**src/u8u16_pkg.sv**
```systemverilog
`default_nettype none

package u8u16_pkg;

  localparam logic [7:0] CR_BYTE    = 8'h0D;
  localparam logic [7:0] LEAD2_MASK = 8'hE0;
  localparam logic [7:0] LEAD2_CODE = 8'hC0;
  localparam logic [7:0] LEAD3_MASK = 8'hF0;
  localparam logic [7:0] LEAD3_CODE = 8'hE0;
  localparam logic [7:0] LEAD4_MASK = 8'hF8;
  localparam logic [7:0] LEAD4_CODE = 8'hF0;

  localparam logic [1:0] PEND_LEAD2 = 2'd1;
  localparam logic [1:0] PEND_LEAD3 = 2'd2;
  localparam logic [1:0] PEND_LEAD4 = 2'd3;

  // one 16-bit unit moving between front, queue and back
  typedef struct packed {
    logic        valid;
    logic [15:0] unit;
  } unit_slot_t;

endpackage

`default_nettype wire

```
**src/utf8_to_utf16le_stream.sv**
```systemverilog
// UTF-8 to UTF-16LE stream converter.
// Input channel: in_valid / in_stall / in_byte, one UTF-8 byte per item.
// Output channel: out_valid / out_stall / out_byte / unit_done, one output
// byte per item; each 16-bit unit goes out low byte first (unit_done = 0),
// then high byte (unit_done = 1). Carriage returns at a character boundary,
// lead and continuation bytes that only gather, and the tail of a four-byte
// sequence produce nothing.
// The input byte that completes a unit is written into the queue; the back
// end then loads the unit from the queue head and presents its low byte,
// and the high byte follows in the cycle after the low byte is taken.
// Throughput: an input byte is taken every cycle while the two-entry unit
// queue has room; the output port sends one byte a cycle while out_stall is
// low, and each unit takes two bytes, so ASCII input is paced by the output.
// Reset (rst, synchronous) clears the decoder state, empties the queue and
// drops out_valid. When the receiver stalls, the current byte holds, the
// queue fills, and in_stall rises once both queue entries are in use.
`default_nettype none

module utf8_to_utf16le_stream (
  input  wire logic       clk,
  input  wire logic       rst,
  input  wire logic       in_valid,
  output logic            in_stall,
  input  wire logic [7:0] in_byte,
  output logic            out_valid,
  input  wire logic       out_stall,
  output logic [7:0]      out_byte,
  output logic            unit_done
);

  u8u16_pkg::unit_slot_t push;
  u8u16_pkg::unit_slot_t head;
  logic                  full;
  logic                  pop;
  logic                  accept;

  assign in_stall = full;
  assign accept   = in_valid && !full;

  u8u16_front u_front (
    .clk     (clk),
    .rst     (rst),
    .accept  (accept),
    .in_byte (in_byte),
    .push    (push)
  );

  u8u16_queue u_queue (
    .clk  (clk),
    .rst  (rst),
    .push (push),
    .pop  (pop),
    .full (full),
    .head (head)
  );

  u8u16_back u_back (
    .clk       (clk),
    .rst       (rst),
    .head      (head),
    .pop       (pop),
    .out_valid (out_valid),
    .out_stall (out_stall),
    .out_byte  (out_byte),
    .unit_done (unit_done)
  );

endmodule

`default_nettype wire

```
**src/u8u16_front.sv**
```systemverilog
`default_nettype none

module u8u16_front (
  input  wire logic                   clk,
  input  wire logic                   rst,
  input  wire logic                   accept,
  input  wire logic [7:0]             in_byte,
  output u8u16_pkg::unit_slot_t       push
);

  logic [1:0]  bytes_pending, bytes_pending_next;
  logic        discard_mode, discard_mode_next;
  logic [15:0] unit_accum, unit_accum_next;
  logic [1:0]  pend_dec;

  assign pend_dec = bytes_pending - 2'd1;

  always_comb begin
    bytes_pending_next = bytes_pending;
    discard_mode_next  = discard_mode;
    unit_accum_next    = unit_accum;
    push.valid         = 1'b0;
    push.unit          = {8'h00, in_byte};
    if (bytes_pending != 2'd0) begin
      // every byte inside a sequence counts as a continuation
      bytes_pending_next = pend_dec;
      if (discard_mode) begin
        if (pend_dec == 2'd0) discard_mode_next = 1'b0;
      end else begin
        unit_accum_next = {unit_accum[9:0], in_byte[5:0]};
        if (pend_dec == 2'd0) begin
          push.valid = 1'b1;
          push.unit  = unit_accum_next;
        end
      end
    end else begin
      priority if (in_byte == u8u16_pkg::CR_BYTE) begin
        push.valid = 1'b0;
      end else if (in_byte[7] == 1'b0) begin
        push.valid = 1'b1;
      end else if ((in_byte & u8u16_pkg::LEAD3_MASK) == u8u16_pkg::LEAD3_CODE) begin
        unit_accum_next    = {11'd0, in_byte[4:0]};
        bytes_pending_next = u8u16_pkg::PEND_LEAD3;
        discard_mode_next  = 1'b0;
      end else if ((in_byte & u8u16_pkg::LEAD2_MASK) == u8u16_pkg::LEAD2_CODE) begin
        unit_accum_next    = {11'd0, in_byte[4:0]};
        bytes_pending_next = u8u16_pkg::PEND_LEAD2;
        discard_mode_next  = 1'b0;
      end else if ((in_byte & u8u16_pkg::LEAD4_MASK) == u8u16_pkg::LEAD4_CODE) begin
        // four-byte lead goes out as is, its tail is swallowed
        bytes_pending_next = u8u16_pkg::PEND_LEAD4;
        discard_mode_next  = 1'b1;
        push.valid         = 1'b1;
      end else begin
        push.valid = 1'b1;
      end
    end
    if (!accept) push.valid = 1'b0;
  end

  always_ff @(posedge clk) begin
    if (rst) begin
      bytes_pending <= 2'd0;
      discard_mode  <= 1'b0;
      unit_accum    <= 16'd0;
    end else if (accept) begin
      bytes_pending <= bytes_pending_next;
      discard_mode  <= discard_mode_next;
      unit_accum    <= unit_accum_next;
    end
  end

endmodule

`default_nettype wire

```
**src/u8u16_queue.sv**
```systemverilog
`default_nettype none

module u8u16_queue (
  input  wire logic                   clk,
  input  wire logic                   rst,
  input  wire u8u16_pkg::unit_slot_t  push,
  input  wire logic                   pop,
  output logic                        full,
  output u8u16_pkg::unit_slot_t       head
);

  logic [15:0] mem [2];
  logic        wr_ptr;
  logic        rd_ptr;
  logic [1:0]  count;
  logic        do_pop;

  assign full       = (count == 2'd2);
  assign head.valid = (count != 2'd0);
  assign head.unit  = mem[rd_ptr];
  assign do_pop     = pop && head.valid;

  always_ff @(posedge clk) begin
    if (push.valid) mem[wr_ptr] <= push.unit;
  end

  always_ff @(posedge clk) begin
    if (rst) begin
      wr_ptr <= 1'b0;
      rd_ptr <= 1'b0;
      count  <= 2'd0;
    end else begin
      if (push.valid) wr_ptr <= ~wr_ptr;
      if (do_pop) rd_ptr <= ~rd_ptr;
      unique case ({push.valid, do_pop})
        2'b10:   count <= count + 2'd1;
        2'b01:   count <= count - 2'd1;
        default: count <= count;
      endcase
    end
  end

endmodule

`default_nettype wire

```
**src/u8u16_back.sv**
```systemverilog
`default_nettype none

module u8u16_back (
  input  wire logic                   clk,
  input  wire logic                   rst,
  input  wire u8u16_pkg::unit_slot_t  head,
  output logic                        pop,
  output logic                        out_valid,
  input  wire logic                   out_stall,
  output logic [7:0]                  out_byte,
  output logic                        unit_done
);

  logic        busy;
  logic        half;
  logic [15:0] unit;

  // reload as the high byte leaves, so units go out back to back
  assign pop       = head.valid && (!busy || (half && !out_stall));
  assign out_valid = busy;
  assign out_byte  = half ? unit[15:8] : unit[7:0];
  assign unit_done = half;

  always_ff @(posedge clk) begin
    if (pop) unit <= head.unit;
  end

  always_ff @(posedge clk) begin
    if (rst) begin
      busy <= 1'b0;
      half <= 1'b0;
    end else if (pop) begin
      busy <= 1'b1;
      half <= 1'b0;
    end else if (busy && !out_stall) begin
      if (half) begin
        busy <= 1'b0;
        half <= 1'b0;
      end else begin
        half <= 1'b1;
      end
    end
  end

endmodule

`default_nettype wire

```
**config.mk**
```make
export PLATFORM = sky130hd
export DESIGN_NAME = utf8_to_utf16le_stream
export DESIGN_NICKNAME = d
export VERILOG_FILES = /design/src/u8u16_pkg.sv /design/src/utf8_to_utf16le_stream.sv /design/src/u8u16_front.sv /design/src/u8u16_queue.sv /design/src/u8u16_back.sv
export SDC_FILE = /design/constraint.sdc
export NUM_CORES = 1
export LEC_CHECK = 0
export ABC_AREA = 1
export BUFFER_PORTS_ARGS = -buffer_cell sky130_fd_sc_hd__buf_2
export CAP_MARGIN = 20
export CORE_UTILIZATION = 30
export CTS_BUF_LIST = sky130_fd_sc_hd__clkbuf_4 sky130_fd_sc_hd__clkbuf_8
export CTS_CLUSTER_SIZE = 24
export DETAILED_ROUTE_END_ITERATION = 16
export PLACE_DENSITY = 0.46
export SETUP_SLACK_MARGIN = 0.15
export SLEW_MARGIN = 20
export SYNTH_ARGS = -nofsm -noshare
export SYNTH_HDL_FRONTEND = slang
export SYNTH_SLANG_ARGS = --single-unit
```
**constraint.sdc**
```tcl
create_clock -name clk -period 2.5 [get_ports clk]
set_input_delay 0.375 -clock clk [delete_from_list [all_inputs] [get_ports clk]]
set_output_delay 0.375 -clock clk [all_outputs]
set_load 0.01 [all_outputs]
```
# Word level (Yosys, flattened, before mapping)
# Memory sizes are Yosys's and may differ from the RTL's. A register that Yosys moved wholly into a read port is not among the register bits.
# Index checks and enable logic that the tools add are counted.
totals:
  n_memories: 1
  regBits: 19
  mem_bits_rw: 32
  output_inout_bits: 11
  word_cells: 82
mem_list:
  columns: ["memory", "depth", "width", "rd", "rd_ports_with_merged_regs", "wr", "line", "rtl"]
  rows:
  - ["u_queue.mem", 2, 16, 1, 1, 1, "u8u16_queue.sv:12", "logic [15:0] mem [2];"]
classes:
  addsub: 3
  reduce_logical: 22
  bitwise: 2
  eq_ne: 9
  n_mux: 37
op_table:
  columns: ["operator", "count"]
  rows:
  - ["10-bit two-way mux", 6]
  - ["17-bit two-way mux", 2]
  - ["1-bit two-way mux", 20]
  - ["16-bit two-way mux", 1]
  - ["2-bit two-way mux", 6]
  - ["2-bit nonzero test", 6]
  - ["8-bit by 4-bit equality test with 1-bit output, second input constant", 1]
  - ["8-bit two-way mux", 1]
  - ["5-bit equality test, second input constant", 1]
  - ["1-bit logical AND", 5]
  - ["5-bit AND reduction", 1]
  - ["2-bit equality test, second input constant", 2]
  - ["4-bit equality test, second input constant", 1]
  - ["2-bit one-hot mux with 2 select lines", 1]
  - ["4-bit AND reduction", 1]
  - ["4-bit nonzero test", 1]
  - ["2-bit by 1-bit subtractor with 2-bit output, second input constant", 2]
  - ["3-bit equality test, second input constant", 1]
  - ["1-bit logical NOT", 3]
  - ["3-bit nonzero test", 1]
  - ["2-bit by 1-bit adder with 2-bit output, second input constant", 1]
  - ["2-bit by 1-bit equality test with 1-bit output, second input constant", 1]
  - ["2-bit logical NOT", 1]
  - ["2-bit by 1-bit inequality test with 1-bit output, second input constant", 1]
  - ["5 further kinds", 6]

# Depth between registers and ports, before layout
# Gate-level depths: netlist of run 1.
logic_depth:
  word_depth: 9
  mapped_depth: 12
  depth_no_buf: 12

# Modules after synthesis
# A second synthesis of run 1 with hierarchy kept.
hier_totals:
  cells_unflattened: 286
  hier_area_um2: 3004.1
modules_own_cells:
  columns: ["module", "seq_area_each_um2", "n_inst", "area_each_um2", "cells_per_inst"]
  rows:
  - ["u8u16_queue", 1061.0, 1, 1448.9, 87]
  - ["u8u16_front", 260.2, 1, 850.8, 141]
  - ["u8u16_back", 520.5, 1, 694.4, 56]
  - ["utf8_to_utf16le_stream", 0.0, 1, 10.0, 2]

# Worst setup path before layout of run 1
# OpenSTA, ideal clock, no wires.
synth_timing:
  path_kind: "flip-flop to flip-flop"
  startpoint: "reg u_back.half (netlist: u_back.unit_done)"
  endpoint: "reg u_queue.count[1]"
  path_stages_with_launch: 11
  n_path_buf: 1
  arrival_ns: 2.048
  path_slack_ns: 0.330
  setup_time_ns: 0.122
  cell_sequence: "dfxtp_1 buf_2 inv_1 o21ai_0 o21ai_0 inv_1 ha_1 a21oi_1 o21ai_0 o21ai_0 a21oi_1"
synth_via:
  elab_chain_len: 6
synth_lines:
  columns: ["element", "line", "rtl"]
  rows:
  - ["start: declaration", "u8u16_back.sv:15", "logic half;"]
  - ["start signal: assignment", "u8u16_back.sv:31", "half <= 1'b0;"]
  - ["start signal: assignment", "u8u16_back.sv:34", "half <= 1'b0;"]
  - ["start signal: assignment", "u8u16_back.sv:38", "half <= 1'b0;"]
  - ["1-bit logical AND (*)", "u8u16_back.sv:19", "assign pop = head.valid && (!busy || (half && !out_stall));"]
  - ["1-bit logical OR (*)", "u8u16_back.sv:19", null]
  - ["1-bit logical AND (*)", "u8u16_back.sv:19", null]
  - ["via pop", "utf8_to_utf16le_stream.sv:34", "logic pop;"]
  - ["1-bit logical AND (*)", "u8u16_queue.sv:21", "assign do_pop = pop && head.valid;"]
  - ["2-bit by 1-bit equality test with 1-bit output / 2-bit equality test (equally long branches)", "u8u16_queue.sv:35", "unique case ({push.valid, do_pop})"]
  - ["2-bit one-hot mux with 2 select lines / 2-bit nonzero test (equally long branches)", null, null]
  - ["end signal: assignment", "u8u16_queue.sv:36", "2'b10: count <= count + 2'd1;"]
  - ["end signal: assignment", "u8u16_queue.sv:37", "2'b01: count <= count - 2'd1;"]
  - ["end signal: assignment", "u8u16_queue.sv:38", "default: count <= count;"]
  - ["end: declaration", "u8u16_queue.sv:15", "logic [1:0] count;"]
# Mark *: on every way through the listed nets, which the timed path passes. The rest lies on a longest branch.
# A chain may end at the register's enable or synchronous reset.

# Worst setup path after layout of run 1
layout_timing:
  startpoint: "reg u_front.bytes_pending[1]"
  endpoint: "reg u_queue.count[1]"
layout_via:
  elab_chain_len: 8
layout_lines:
  columns: ["element", "line", "rtl"]
  rows:
  - ["start: declaration", "u8u16_front.sv:11", "logic [1:0] bytes_pending, bytes_pending_next;"]
  - ["start signal: assignment", "u8u16_front.sv:67", "bytes_pending <= bytes_pending_next;"]
  - ["2-bit by 1-bit subtractor with 2-bit output", "u8u16_front.sv:16", "assign pend_dec = bytes_pending - 2'd1;"]
  - ["2-bit logical NOT", "u8u16_front.sv:31", "if (pend_dec == 2'd0) begin"]
  - ["17-bit two-way mux", "u8u16_front.sv:31", null]
  - ["17-bit two-way mux", "u8u16_front.sv:27", "if (discard_mode) begin"]
  - ["1-bit two-way mux (*)", "u8u16_front.sv:24", "if (bytes_pending != 2'd0) begin"]
  - ["1-bit two-way mux (*)", "u8u16_front.sv:58", "if (!accept) push.valid = 1'b0;"]
  - ["2-bit by 1-bit equality test with 1-bit output / 2-bit equality test (equally long branches)", "u8u16_queue.sv:35", null]
  - ["2-bit one-hot mux with 2 select lines / 2-bit nonzero test (equally long branches)", null, null]
# Every way passes the cells marked *; elsewhere a longest branch is shown, timed or not.

==> results of run 1 <==
## final cells by class
cell class	count	share of cell area [%]
sequential	67	56.1
multi-input combinational	181	25.1
timing repair buffer	31	5.47
tap	108	4.16
clock buffer	9	3.81
inverter	28	3.31
clock inverter	7	2.08
## routing by layer
layer	vias to the layer above	GRT usage, %	share of wire (%)
met2	34	19.1	45
met5	-	0	0
met3	10	4.26	3.3
met4	0	6.43	2.3
met1	845	15.5	50
li1	984	-	-
## through the flow
stage	instance area [sq um]	hold slack [ns]	util [%]	total power [mW]
after global placement	3060	0.454	34.5	2.64
final	3250	0.279	36.7	3.46
after detailed placement	3060	0.457	34.5	2.64
after CTS	3250	0.261	36.7	3.51
after global routing	3250	0.254	36.7	3.70
after floorplan	2790	0.437	-	2.28
## cells by family (layout without fill, tap and decap cells)
kind of cell	count (synthesis)	after routing	synth area share [%]
AND/OR/NAND/NOR	145	145	21.2
flip-flops	67	67	65.3
buffers and inverters	36	75	5.47
AO/OA/AOI/OAI	34	34	7.27
adder cells (fa/ha/maj)	1	1	0.449
XOR/XNOR	1	1	0.314
## sequential cells by signal, indices dropped and copies added, names as in the netlist
name and flops:
u_queue.wr_ptr 1, u_back.unit 16, u_back.out_valid 1, u_queue.rd_ptr 1, u_queue.count 2, u_queue.mem 32
u_front.unit_accum 10, u_front.bytes_pending 2, u_front.discard_mode 1, u_back.unit_done 1
## report_power, final
group	leakage (nW)	switching [mW]	internal (mW)
clock network	0.0947	0.410	0.457
logic	0.644	0.646	0.323
registers	0.609	0.0751	1.55
## placed cells by master, fill, tap and decap left out, types with 2 or more instances in the layout
cell | netlist | final
clkbuf_8 | 0 | 9
nand2_1 | 110 | 110
nand3_1 | 4 | 4
nor2_1 | 25 | 25
inv_1 | 23 | 23
buf_2 | 3 | 22
o21ai_2 | 6 | 6
clkinv_1 | 2 | 4
dfxtp_1 | 19 | 19
edfxtp_1 | 48 | 48
o21ai_0 | 10 | 10
nor2_4 | 2 | 2
buf_4 | 0 | 9
a21oi_2 | 2 | 2
a21oi_1 | 14 | 14
inv_2 | 2 | 2
## path summary, 6_finish.rpt
kind / from / end / slack (ns) / cells after the start
worst max-delay path: u_front.bytes_pending[1] / u_queue.count[1] / 0.62 / 11
worst min-delay path: in_byte[1] / u_queue.mem[1][1] / 0.28 / 1
worst max register to register: u_front.bytes_pending[1] / u_queue.count[1] / 0.62 / 11
worst min register to register: u_front.unit_accum[4] / u_front.unit_accum[4] / 0.47 / 2
==> flow_summary.yaml, run 1 <==
global_route:
  grt_overflow: 0
  grt_pass1_wl_um: 8890
  grt_usage_pct: 12.4
  antenna_found_initial: 0
  grt_max_degree: 18
  grt_pass1_vias: 1801
yosys:
  ys_top_cells_by_area: "edfxtp_1 52%, nand2_1 15%, dfxtp_1 14%"
  synth_top_cell_by_area: "edfxtp_1"
  synth_common_cells: "110 x nand2_1, 48 x edfxtp_1, 25 x nor2_1, 23 x inv_1, 19 x dfxtp_1"
  syn-num-nets: 297
  netlist-cell-type-count: 25
  yosysSeqAreaShare_pct: 65.3
  synthFlopType: "edfxtp_1"
  synth_edf_count: 48
  synth_area_per_cell_sq_um: 9.82
  synth.ff_latch_count: 67
  ys_warn_count: 0
  synthesis.area_sq_um: 2790
  yosysMostFrequentCell: "nand2_1"
  synthArstFlopShare_pct: 0
  synth_cells: 284
  synth_top_area_share_pct: 51.7
sta:
  fin_crit_sh_pct: 75.4
  slew_headroom_pct: 69.9
  fin_ws_ns: 0.616
  worst_pin_slew_ns: 0.447
  drv_slew: 0
  finalHoldViolations: 0
  max_freq_ghz: 0.531
  rsz0062_at_grt: "no"
  tns_ns: 0
  setup_viol: 0
  finClkSkew_ns: 0.00659
  min_period_ns: 1.88
drt:
  first_pass_iters: 6
  avgViaCountPerCell: 4.35
  drtAntennaViolNets: 0
  wirelength_um: 5380
  routedWlPerCell_um: 12.5
  drt_iter0_drc: 90
  drc: 0
  num_vias: 1873
clock_tree:
  post_cts_resize_count: 0
  cts_buffers: 9
  clk_latency_ns: 0.34
  cts.sinks: 67
  hold_buffers: 0
  cts_root_buf: "clkbuf_8"
  cts.path.max_buffers: 2
  clk_pin_slew_ns: 0.07
  htree_levels: 3
  cts_tree: "yes"
  cts_setup_buffers: 0
layout:
  layout.nets: 331
  finalNonFillerCells: 431
  nFillCells: 915
  syn_to_final_growth_pct: 16.5
  seq_area_sq_um: 1820
  diodes: 0
  drive_gt1_share_pct: 19.2
  multiInputGateArea_sq_um: 815
setup_path:
  required_ns: 2.72
  crit_fanout: 9
  cp-start-kind: "flop"
  cpMaxStageDelayCell: "dfxtp_1"
  arrival_ns: 2.10
  path_delay_family: "simple AND/OR/NAND/NOR gates"
  critPathKind: "flop to flop"
  cp_common_cell: "nand2_1"
  critPathBufInv: 1
  endpoint_kind: "flop"
  cpPeakStageDelay_ns: 0.35
  crit_chain: "nor2_4, inv_4, nor2_1, nand2_1, nand2_1, nand2_1, ha_1, a21oi_1, o21ai_0, o21ai_0, a21oi_1"
die:
  die_area_sq_um: 9690
  die_width_um: 98.4
  num_rows: 34
  die_height_um: 98.4
  ios: 23
  core_area_sq_um: 8850
  start_util_pct: 31.5
power_and_ir_drop:
  powerDensity_nw_per_um2: 1060
  power_leakage_nw: 1.35
  peakVddDrop_uv: 275
status:
  status: "complete, no violations"
placement:
  dp_hpwl_um: 3610
  pre_cts_slack_ns: 0.625
  io_buffer_count: 22
  place.gp.congestion: 0.870
  dp.cells: 415
hold_path:
  hp-class: "primary input to flop"
job:
  cap_violations: 0
No activity file was read; power rests on OpenSTA's default activity.
==> inputs of run 2 (changes only) <==
--- a/config.mk
+++ b/config.mk
@@ -5,7 +5,7 @@
 export SDC_FILE = /design/constraint.sdc
 export NUM_CORES = 1
 export LEC_CHECK = 0
-export ABC_AREA = 1
+export ABC_AREA = 0
 export BUFFER_PORTS_ARGS = -buffer_cell sky130_fd_sc_hd__buf_2
 export CAP_MARGIN = 20
 export CORE_UTILIZATION = 30
==> constraint.sdc (replaced) <==
create_clock -name clk -period 1.9 [get_ports clk]
set_input_delay 0.285 -clock clk [delete_from_list [all_inputs] [get_ports clk]]
set_output_delay 0.285 -clock clk [all_outputs]
set_load 0.01 [all_outputs]
==> run 2 against run 1 <==
  * Hold slack worse by 0.045 ns
  * Sequential power up 23%
  * Non-clock buffer count is 26 higher
  * Global-route usage grew 0.88 points
  * Clock power up 35%
  * Flip-flop and latch count unchanged
  * Critical path depth down 3
  * Highest routed layer unchanged
  * Register-to-register slack worse by 0.46 ns
==> flow_summary.yaml, run 2 <==
power_and_ir_drop:
  powerDensity_nw_per_um2: 1220
  finalPower_mw: 4.39
  peakVddDrop_uv: 619
  power_leakage_nw: 1.29
yosys:
  synth_edf_count: 48
  synth_cells: 208
  synth_top_area_share_pct: 51.3
  synth_area_per_cell_sq_um: 13.5
  ys_warn_count: 0
  yosysMostFrequentCell: "edfxtp_1"
  ys_top_cells_by_area: "edfxtp_1 51%, dfxtp_1 14%, mux2_2 10%"
  synth_common_cells: "48 x edfxtp_1, 26 x mux2_2, 19 x dfxtp_1, 19 x nand2_1, 10 x a21oi_1"
  synthArstFlopShare_pct: 0
  synthFlopType: "edfxtp_1"
  synth.ff_latch_count: 67
  netlist-cell-type-count: 35
  yosysSeqAreaShare_pct: 64.8
  synth_top_cell_by_area: "edfxtp_1"
  synthesis.area_sq_um: 2810
  syn-num-nets: 221
drt:
  dr_wl_met3_um: 160
  first_pass_iters: 4
  drtAntennaViolNets: 0
  wirelength_um: 5910
  routed-wl-met2_um: 2800
  drt_iter0_drc: 55
  num_vias: 1817
  wl_met1_um: 2860
  routedWlPerCell_um: 15.6
  avgViaCountPerCell: 4.78
  drc: 0
  routed.top_layer: "met4"
setup_path:
  arrival_ns: 2.02
  endpoint_kind: "flop"
  critPathKind: "primary input to flop"
  cp-start-kind: "primary input"
  required_ns: 2.16
  crit_fanout: 2
die:
  ios: 23
  die_height_um: 98.8
  die_width_um: 98.8
  num_rows: 34
  core_area_sq_um: 8890
  die_area_sq_um: 9760
  start_util_pct: 31.6
global_route:
  grt_max_degree: 19
  antenna_found_initial: 0
  grt_pass1_wl_um: 9670
  grt_overflow: 0
  grt_usage_pct: 13.3
  grt_pass1_vias: 1832
clock_tree:
  cts_tree: "yes"
  clk_pin_slew_ns: 0.07
  cts.path.max_buffers: 2
  cts_buffers: 9
  htree_levels: 3
  clk_latency_ns: 0.33
  cts.sinks: 67
  cts_root_buf: "clkbuf_8"
layout:
  largest_register_ffs: 32
  largest-register: "u_queue.mem"
  layout.nets: 280
  final_common_cell: "edfxtp_1"
  drive_gt1_share_pct: 40.8
  diodes: 0
  largestRegisters: "u_queue.mem: 32 flops, u_back.unit: 16 flops, u_front.unit_accum: 10 flops"
  final_cell_mix: "48 x edfxtp_1, 30 x buf_4, 26 x mux2_2, 20 x buf_2, 19 x nand2_1"
  syn_to_final_growth_pct: 27.8
sta:
  fin_crit_sh_pct: 92.4
  rsz0062_at_grt: "yes"
  fin_ws_ns: 0.144
  slew_headroom_pct: 76.8
  finClkSkew_ns: 0.00871
  finalHoldViolations: 0
  min_period_ns: 1.76
  max_freq_ghz: 0.570
  hold_slack_ns: 0.234
  drv_slew: 0
  setup_viol: 0
  worst_pin_slew_ns: 0.347
hold_path:
  hp-class: "primary input to flop"
job:
  cap_violations: 0
placement:
  pre_cts_slack_ns: -0.275
  place.gp.congestion: 0.781
  io_buffer_count: 22
  dp_hpwl_um: 3780
status:
  status: "complete, no violations"
[run 2: cell count changes after synthesis, moves of 5 or more]
cell      delta
nand4b_1     +6
mux2_2      +26
inv_1       -19
nor2_1      -19
a21o_1       +6
o21ai_2      -6
mux2i_1      +5
nand2_1     -91
and2_1       +9
[run 2: path summary, 6_finish.rpt]
path	slack [ns]	endpoint	depth (start not counted)	start
setup / recovery	0.14	u_queue.count[1]	8	in_byte[7]
hold / removal	0.23	u_queue.mem[0][4]	2	in_byte[4]
setup reg to reg	0.16	u_queue.mem[0][11]	8	u_front.bytes_pending[1]
hold reg to reg	0.47	u_front.unit_accum[4]	2	u_front.unit_accum[4]
[run 2: cell type report]
class	instances	area [sq um]
clock buffer	11	139
timing repair buffer	57	430
tap	108	135
multi-input combinational	128	990
sequential	67	1830
fill	830	5300
inverter	4	15.0
clock inverter	5	56.3
[run 2: where the power goes]
group	internal, mW	switching, mW
registers	1.92	0.0832
clock network	0.634	0.536
logic	0.599	0.618
total	3.15	1.24
[run 2: critical path, stage by stage]
cell	delay, ns
buf_6	0.09
or4_4	0.52
o221ai_2	0.19
a21o_1	0.17
buf_6	0.10
ha_4	0.18
or3_1	0.36
a21oi_1	0.11
[run 2: stage by stage]
stage	cells	instance area (sq um)	util [%]	TNS, ns
after floorplan	208	2850	-	-0.505
after global placement	356	3250	36.6	-7.75
after detailed placement	356	3250	36.6	-7.95
after CTS	378	3570	40.1	0
after global routing	380	3590	40.4	0
final	380	3590	40.4	0
[run 2: cell families (layout without fill, tap and decap cells)]
kind of cell,after synthesis,after routing,synth area share (%)
compound gates,30,30,6.41
xor+xnor,4,4,1.25
fa+ha+maj,1,1,0.445
buf+inv,13,77,2.09
flops,67,67,64.8
mux,31,31,12.2
simple gates,62,62,12.8
[run 2: routing by layer]
layer / GRT usage, % / vias to the layer above
li1: - / 892
met1: 17.7 / 886
met2: 21.5 / 30
met3: 2.13 / 9
met4: 5.86 / 0
met5: 0 / -
[run 2: timing repair]
| item | in CTS | in global routing |
|---|---|---|
| pin swaps | 9 | 3 |
| hold buffers | 0 | 0 |
| resized for setup | 10 | 2 |
| endpoints found under the hold margin | 0 | 0 |
| setup buffers | 6 | 2 |
| endpoints found under the setup margin | 34 | 8 |
